**src/rtl/core/pbrq_pkg.sv**
```systemverilog
// ----------------------------------------------------------------------------
// pbrq_pkg
// Shared types, codes and helpers for the priority bitmap ready queue.
// ----------------------------------------------------------------------------
`default_nettype none

package pbrq_pkg;

  // Field widths fixed by the request and response formats
  localparam int NUM_LEVELS          = 16;
  localparam int LEVEL_BITS          = 4;
  localparam int TOP_BITS            = 5;
  localparam int TASK_ID_BITS        = 6;
  localparam int MODE_BITS           = 2;
  localparam int STATUS_BITS         = 2;
  localparam int DEF_SLOTS_PER_LEVEL = 8;

  // Top level value when no level holds a task
  localparam logic [TOP_BITS-1:0] LEVEL_NONE = TOP_BITS'(NUM_LEVELS);

  // Request modes
  localparam logic [MODE_BITS-1:0] MODE_TAIL = 2'd0;
  localparam logic [MODE_BITS-1:0] MODE_HEAD = 2'd1;
  localparam logic [MODE_BITS-1:0] MODE_DEL  = 2'd2;

  // Response status codes
  localparam logic [STATUS_BITS-1:0] STAT_OK    = 2'd0;
  localparam logic [STATUS_BITS-1:0] STAT_FULL  = 2'd1;
  localparam logic [STATUS_BITS-1:0] STAT_EMPTY = 2'd2;

  // Controller to datapath commands
  typedef struct packed {
    logic capture;  // latch the incoming request
    logic exec;     // update level FIFO, bitmap and top level
    logic load;     // read head task of top level into the response
  } pbrq_cmd_t;

  // Lowest set bit of the ready bitmap, LEVEL_NONE if empty
  function automatic logic [TOP_BITS-1:0] first_ready(input logic [NUM_LEVELS-1:0] bm);
    logic [TOP_BITS-1:0] r;
    r = LEVEL_NONE;
    for (int i = NUM_LEVELS - 1; i >= 0; i--) begin
      if (bm[i]) r = TOP_BITS'(i);
    end
    return r;
  endfunction

endpackage

`default_nettype wire

```
**src/rtl/core/pbrq_ctrl.sv**
```systemverilog
// ----------------------------------------------------------------------------
// pbrq_ctrl
// Sequencer: takes a request, runs the update and read steps, and owns the
// response valid flag.
// ----------------------------------------------------------------------------
`default_nettype none

module pbrq_ctrl
  import pbrq_pkg::*;
(
  input  wire logic      clk,
  input  wire logic      rst,
  input  wire logic      in_valid,
  output logic           in_ready,
  output logic           out_valid,
  input  wire logic      out_ready,
  output pbrq_cmd_t      cmd
);

  localparam logic [1:0] S_IDLE = 2'd0;
  localparam logic [1:0] S_EXEC = 2'd1;
  localparam logic [1:0] S_READ = 2'd2;

  logic [1:0] state;
  logic [1:0] state_next;
  logic       slot_free;

  // response slot can take new data when empty or being drained
  assign slot_free = !out_valid || out_ready;

  // next state and commands
  always_comb begin
    state_next  = state;
    in_ready    = 1'b0;
    cmd         = '0;
    unique case (state)
      S_IDLE: begin
        in_ready = 1'b1;
        if (in_valid) begin
          cmd.capture = 1'b1;
          state_next  = S_EXEC;
        end
      end
      S_EXEC: begin
        cmd.exec   = 1'b1;
        state_next = S_READ;
      end
      S_READ: begin
        if (slot_free) begin
          cmd.load   = 1'b1;
          state_next = S_IDLE;
        end
      end
      default: state_next = S_IDLE;
    endcase
  end

  // state and response valid
  always_ff @(posedge clk) begin
    if (rst) begin
      state     <= S_IDLE;
      out_valid <= 1'b0;
    end else begin
      state <= state_next;
      if (cmd.load) begin
        out_valid <= 1'b1;
      end else if (out_ready) begin
        out_valid <= 1'b0;
      end
    end
  end

endmodule

`default_nettype wire

```
**src/rtl/core/pbrq_dpath.sv**
```systemverilog
// ----------------------------------------------------------------------------
// pbrq_dpath
// Per-level ring FIFOs (head index, count, slot memory), ready bitmap, top
// level register and response registers.
// ----------------------------------------------------------------------------
`default_nettype none

module pbrq_dpath
  import pbrq_pkg::*;
#(
  parameter int SLOTS_PER_LEVEL = DEF_SLOTS_PER_LEVEL
) (
  input  wire logic                     clk,
  input  wire logic                     rst,
  input  wire pbrq_cmd_t                cmd,
  input  wire logic [MODE_BITS-1:0]     mode,
  input  wire logic [LEVEL_BITS-1:0]    level,
  input  wire logic [TASK_ID_BITS-1:0]  task_id,
  output logic      [TOP_BITS-1:0]      top_level,
  output logic      [TASK_ID_BITS-1:0]  top_task,
  output logic      [STATUS_BITS-1:0]   status
);

  localparam int IW    = (SLOTS_PER_LEVEL > 1) ? $clog2(SLOTS_PER_LEVEL) : 1;
  localparam int CW    = $clog2(SLOTS_PER_LEVEL + 1);
  localparam int SW    = ((IW > CW) ? IW : CW) + 1;
  localparam int AW    = LEVEL_BITS + IW;
  localparam int DEPTH = NUM_LEVELS * (1 << IW);

  localparam logic [IW-1:0] IDX_LAST = IW'(SLOTS_PER_LEVEL - 1);
  localparam logic [CW-1:0] CNT_FULL = CW'(SLOTS_PER_LEVEL);
  localparam logic [SW-1:0] SUM_WRAP = SW'(SLOTS_PER_LEVEL);

  // latched request
  logic [MODE_BITS-1:0]    req_mode;
  logic [LEVEL_BITS-1:0]   req_level;
  logic [TASK_ID_BITS-1:0] req_task;

  // queue state
  logic [NUM_LEVELS-1:0]   bitmap;
  logic [TOP_BITS-1:0]     top_lvl;
  logic [STATUS_BITS-1:0]  stat_reg;
  logic [IW-1:0]           head_idx [NUM_LEVELS];
  logic [CW-1:0]           lvl_cnt  [NUM_LEVELS];
  logic [TASK_ID_BITS-1:0] slot_mem [DEPTH];

  // response registers
  logic [TOP_BITS-1:0]     resp_top;
  logic [STATUS_BITS-1:0]  resp_stat;
  logic [TASK_ID_BITS-1:0] rd_data;

  // update step
  logic [LEVEL_BITS-1:0]   rd_lvl;
  logic [IW-1:0]           h;
  logic [CW-1:0]           c;
  logic                    full;
  logic                    empty;
  logic [SW-1:0]           sum;
  logic [IW-1:0]           tail_idx;
  logic [IW-1:0]           h_dec;
  logic [IW-1:0]           h_inc;
  logic                    ins_ok;
  logic                    del_ok;
  logic [IW-1:0]           h_new;
  logic [CW-1:0]           c_new;
  logic [IW-1:0]           wr_idx;
  logic [STATUS_BITS-1:0]  stat_next;
  logic [NUM_LEVELS-1:0]   bitmap_next;

  // request latch
  always_ff @(posedge clk) begin
    if (cmd.capture) begin
      req_mode  <= mode;
      req_level <= level;
      req_task  <= task_id;
    end
  end

  // one read port on the head table: request level, then top level
  assign rd_lvl = cmd.load ? top_lvl[LEVEL_BITS-1:0] : req_level;
  assign h      = head_idx[rd_lvl];
  assign c      = lvl_cnt[req_level];
  assign full   = (c == CNT_FULL);
  assign empty  = (c == '0);

  // ring arithmetic, tail position wraps at most once
  assign sum      = SW'(h) + SW'(c);
  assign tail_idx = (sum >= SUM_WRAP) ? IW'(sum - SUM_WRAP) : IW'(sum);
  assign h_dec    = (h == '0) ? IDX_LAST : h - IW'(1);
  assign h_inc    = (h == IDX_LAST) ? '0 : h + IW'(1);

  // decode the request
  always_comb begin
    ins_ok      = 1'b0;
    del_ok      = 1'b0;
    h_new       = h;
    c_new       = c;
    wr_idx      = tail_idx;
    stat_next   = STAT_OK;
    bitmap_next = bitmap;
    case (req_mode) inside
      MODE_TAIL, MODE_HEAD: begin
        if (full) begin
          stat_next = STAT_FULL;
        end else begin
          ins_ok = 1'b1;
          c_new  = c + CW'(1);
          bitmap_next[req_level] = 1'b1;
          if (req_mode == MODE_HEAD) begin
            h_new  = h_dec;
            wr_idx = h_dec;
          end
        end
      end
      MODE_DEL: begin
        if (empty) begin
          stat_next = STAT_EMPTY;
        end else begin
          del_ok = 1'b1;
          c_new  = c - CW'(1);
          h_new  = h_inc;
          if (c == CW'(1)) bitmap_next[req_level] = 1'b0;
        end
      end
      default: stat_next = STAT_OK;
    endcase
  end

  // queue state registers
  always_ff @(posedge clk) begin
    if (rst) begin
      bitmap  <= '0;
      top_lvl <= LEVEL_NONE;
      for (int i = 0; i < NUM_LEVELS; i++) begin
        head_idx[i] <= '0;
        lvl_cnt[i]  <= '0;
      end
    end else if (cmd.exec) begin
      bitmap  <= bitmap_next;
      top_lvl <= first_ready(bitmap_next);
      if (ins_ok || del_ok) begin
        head_idx[req_level] <= h_new;
        lvl_cnt[req_level]  <= c_new;
      end
    end
  end

  always_ff @(posedge clk) begin
    if (cmd.exec) stat_reg <= stat_next;
  end

  // slot memory: one write port, one registered read port
  always_ff @(posedge clk) begin
    if (cmd.exec && ins_ok) begin
      slot_mem[AW'({req_level, wr_idx})] <= req_task;
    end
    if (cmd.load) begin
      rd_data <= slot_mem[AW'({top_lvl[LEVEL_BITS-1:0], h})];
    end
  end

  // response registers
  always_ff @(posedge clk) begin
    if (cmd.load) begin
      resp_top  <= top_lvl;
      resp_stat <= stat_reg;
    end
  end

  assign top_level = resp_top;
  assign status    = resp_stat;
  assign top_task  = (resp_top == LEVEL_NONE) ? '0 : rd_data;

endmodule

`default_nettype wire

```
**src/rtl/core/priority_bitmap_ready_queue_unit.sv**
```systemverilog
// ----------------------------------------------------------------------------
// priority_bitmap_ready_queue_unit
// Scheduler ready queue: one ring FIFO of task ids per priority level.
// ----------------------------------------------------------------------------
// Request channel (in_valid/in_ready): mode, level, task_id. Mode inserts at
// the tail, inserts at the head (preempted task) or pops the head of a level.
// Response channel (out_valid/out_ready): top_level (16 when nothing ready),
// top_task (0 when nothing ready) and status (ok, full level, empty level).
// A request into a full level or a pop from an empty one leaves the queue
// unchanged and is flagged in status.
// A taken request is latched, applied in the update step, then read out in the
// read step, which registers the response. Requests are not overlapped: a new
// one is taken only after the FIFO read-modify-write with bitmap priority
// encode and the registered read of the slot memory at the new top level's head.
// A stalled response holds; the next request is still taken and processed,
// and its response waits in the read step until the held one is taken.
// Reset clears bitmap, counts and head indexes; the slot memory is not
// cleared and needs no sweep, since only written slots reach the output.
// ----------------------------------------------------------------------------
`default_nettype none

module priority_bitmap_ready_queue_unit
  import pbrq_pkg::*;
#(
  parameter int SLOTS_PER_LEVEL = DEF_SLOTS_PER_LEVEL
) (
  input  wire logic                     clk,
  input  wire logic                     rst,
  input  wire logic                     in_valid,
  output logic                          in_ready,
  input  wire logic [MODE_BITS-1:0]     mode,
  input  wire logic [LEVEL_BITS-1:0]    level,
  input  wire logic [TASK_ID_BITS-1:0]  task_id,
  output logic                          out_valid,
  input  wire logic                     out_ready,
  output logic      [TOP_BITS-1:0]      top_level,
  output logic      [TASK_ID_BITS-1:0]  top_task,
  output logic      [STATUS_BITS-1:0]   status
);

  pbrq_cmd_t cmd;

  pbrq_ctrl u_ctrl (
    .clk       (clk),
    .rst       (rst),
    .in_valid  (in_valid),
    .in_ready  (in_ready),
    .out_valid (out_valid),
    .out_ready (out_ready),
    .cmd       (cmd)
  );

  pbrq_dpath #(
    .SLOTS_PER_LEVEL (SLOTS_PER_LEVEL)
  ) u_dpath (
    .clk       (clk),
    .rst       (rst),
    .cmd       (cmd),
    .mode      (mode),
    .level     (level),
    .task_id   (task_id),
    .top_level (top_level),
    .top_task  (top_task),
    .status    (status)
  );

endmodule

`default_nettype wire

```
**config.mk**
```make
export PLATFORM = sky130hd
export DESIGN_NAME = priority_bitmap_ready_queue_unit
export DESIGN_NICKNAME = d
export VERILOG_FILES = /design/src/rtl/core/pbrq_pkg.sv /design/src/rtl/core/pbrq_ctrl.sv /design/src/rtl/core/pbrq_dpath.sv /design/src/rtl/core/priority_bitmap_ready_queue_unit.sv
export SDC_FILE = /design/constraint.sdc
export NUM_CORES = 1
export LEC_CHECK = 0
export ABC_AREA = 1
export BUFFER_PORTS_ARGS = -buffer_cell sky130_fd_sc_hd__buf_2
export CAP_MARGIN = 20
export CORE_ASPECT_RATIO = 1.5
export CORE_MARGIN = 1.5
export CORE_UTILIZATION = 38
export CTS_CLUSTER_SIZE = 25
export DETAILED_ROUTE_END_ITERATION = 6
export RECOVER_POWER = 25
export REMOVE_ABC_BUFFERS = 1
export SKIP_CTS_REPAIR_TIMING = 1
export SYNTH_ARGS = -nofsm -noshare
export SYNTH_HDL_FRONTEND = slang
export SYNTH_SLANG_ARGS = --single-unit
export TNS_END_PERCENT = 10
```
**constraint.sdc**
```tcl
create_clock -name clk -period 4.95 [get_ports clk]
set_clock_uncertainty 0.05 [all_clocks]
set_input_delay 1.2375 -clock clk [delete_from_list [all_inputs] [get_ports clk]]
set_output_delay 1.2375 -clock clk [all_outputs]
set_load 0.05 [all_outputs]
```
==> metrics.txt <==
largest net degree at the start of global routing roughly 130; sequential element share of the synthesized area 0.685; period utilization 0.907; Synth Cell Area just over 0.04 sq mm; final hold violation count 0; most frequent cell after synthesis edfxtp_1; Hold WS 0.375 ns; CP Capture Type register; final setup margin 0.460 ns; most frequent cells after synthesis 907 x edfxtp_1, 540 x nand2_1, 412 x nand3_1, 409 x inv_1, 367 x o211ai_1; Peak Freq 0.223 GHz; 1st-iter DRT viols 1,889; Place WS -0.161 ns; DPL Wire Length roughly 66 mm; multi-input logic area 0.0101 sq mm; Final Critical Period ~4.5 ns; top-area cell type share of the netlist area 0.671; CTS H-tree lvls 3; Clk pwr share 0.368; CP required 5.28 ns; Yosys warnings 0; Core Area roughly 0.11 sq mm; Final Util 0.440; worst-skew pair later-pin latency ~0.67 ns; count of pins over their slew limit roughly 700; top cell type by total area after synthesis edfxtp_1; Data arrival, critical path around 4.8 ns; combinational fraction of design power 0.172; NetSw 5310 uW; Max IR drop VDD 0.000291 V; biggest regs u_dpath.slot_mem x768, u_dpath.lvl_cnt x64, u_dpath.head_idx x48; # rows 146; HP Class register to register; drt wl/cell approximately 21 um; r2r worst-path depth 15; Die ar. roughly 0.11 sq mm; failing checks max-capacitance violations, max-slew violations; #FFs+latches synth between 900 and 1,000; DRT Wirelength between 100 and 150 mm; total track usage 0.193; # port buffers 30; max reg flops 768; Synth Flop Type edfxtp_1; CTS tree yes; Pint 13,900 uW; synthesis-to-layout area growth 14.7%; first-pass GRT wire length ~160 mm; grt ovf 0; DIE HEIGHT between 400 and 500 um; hold depth 0; Worst Hold Launch u_dpath.stat_reg[1]; CTS sink count about 940; Slew @ Worst Pin between 3 and 4 ns; initial core utilization 0.384; post-synthesis cell type count 47; Max Buffers Root-to-Sink 3; synthesized instance count 3,509; via/cell ratio between 5 and 6; chip width approximately 270 um; Worst setup SP type register; Reg power frac 0.460; DR pass1 iterations 6; switching share of total power 0.276; Placer Congestion around 0.9; max_cap viols 8; clock transition at the registers of the reported paths 0.07 ns; Mean Syn Cell Area 11.6 sq um; Worst slew margin -1.28; EDFF count, synth a little over 900; crit path max fanout 25; layout cells sized above 1 0.148; ys async rst share 0; Net count, final between 3,000 and 4,000; largest cells by area after synthesis edfxtp_1 67%, o211ai_1 6.8%, nand3_1 5.1%, nand2_1 5.0%, inv_1 3.8%; number of global-route vias before repair between 20,000 and 30,000; initial antenna violation count 0; Biggest register u_dpath.slot_mem; total clock buffers created by CTS 86; fillers between 9,000 and 10,000; PD cells between 400 and 500 mW/mm^2; Setup-failing EPs final 0; ANT cells 0; critical path class register to register; CTS Root Cell clkbuf_16; DR DRC count 0; RSZ-0062 raised after global routing false; Pleak around 0.017 uW; Register Area 0.0278 sq mm; Top Ports 31; Antenna Nets Post-Route 0; Vias 26,300; outcome finished, violations left
## layout by cell type, fill, tap and decap left out, types with 5 or more instances in the layout
master,n
nand2_1,539
clkinvlp_4,6
buf_12,29
nand2_2,7
edfxtp_1,907
nor3_1,7
buf_4,203
clkinv_2,19
clkinv_1,18
clkbuf_1,17
a31oi_1,9
clkbuf_16,89
o21ai_0,48
buf_2,27
inv_2,9
a21oi_1,29
nor2_2,6
nand3_1,412
nand2_4,5
or2_2,96
o221ai_1,17
dfxtp_1,27
ha_1,8
o211ai_1,367
bufinv_16,16
nor2_1,326
inv_1,410
o21ai_1,16
## kinds of logic after synthesis
kind of cell | after synthesis | share of synthesized area
AOI/OAI and AO/OA | 504 | 0.0889
xor gates and xnor gates | 5 | 0.00108
adders and majority gates | 9 | 0.00296
buffers and inverters | 641 | 0.0686
DFF | 935 | 0.685
muxes | 1 | 0.000247
and+or+nand+nor | 1414 | 0.154
## metal layers
metal | part of all wire | routed length (um) | track usage
met5 | 0 | 0 | 0
met4 | 0.053 | 5580 | 0.106
met3 | 0.044 | 4610 | 0.0245
met2 | 0.52 | 55100 | 0.355
met1 | 0.38 | 40100 | 0.215
## layout make-up
class / instances / share of cell area
tap: 1406 / 0.0378
multi-input combinational: 1933 / 0.216
timing repair buffer: 273 / 0.0493
clock inverter: 62 / 0.0161
inverter: 428 / 0.0349
sequential: 935 / 0.597
clock buffer: 97 / 0.0487
## power groups by stage
stage                     combinational (uW)  sequential (uW)  clock (uW)
after floorplan                         1980             9050           0
after global placement                  3310             8980           0
after detailed placement                3330             8980           0
after CTS                               3340             8810        7190
after global routing                    3570             8830        7470
final                                   3310             8830        7070
## through the flow
step	TNS [ns]	std cells	instance area, sq um	power (uW)
2_1_floorplan	-6735.17	3296	39400	11000
3_3_place_gp	-19.23	4975	43600	12300
3_5_place_dp	-42.16	4975	43600	12300
4_1_cts	0	5134	46600	19300
5_1_grt	0	5134	46600	19900
6_report	0	5134	46600	19200
## final timing paths
| kind | end | slack (ns) |
|---|---|---|
| min reg2reg | u_dpath.status[1] | 0.38 |
| min | u_dpath.status[1] | 0.38 |
| max reg2reg | u_dpath.slot_mem[116][5] | 0.46 |
| max | u_dpath.slot_mem[116][5] | 0.46 |
## critical path: stages, from the launching register on
cell      delay, ns
dfxtp_1        0.34
inv_2          0.38
o21ai_0        0.14
o221ai_1       0.35
nand3_1        0.19
nand2_1        0.19
inv_1          0.12
ha_1           0.24
inv_1          0.07
nor2_2         0.06
nand2_4        0.10
nand2_4        0.12
nor2_1         0.66
nand2_1        0.65
nor2_1         0.33
buf_4          0.19
Power figures use the tool's default switching activity.
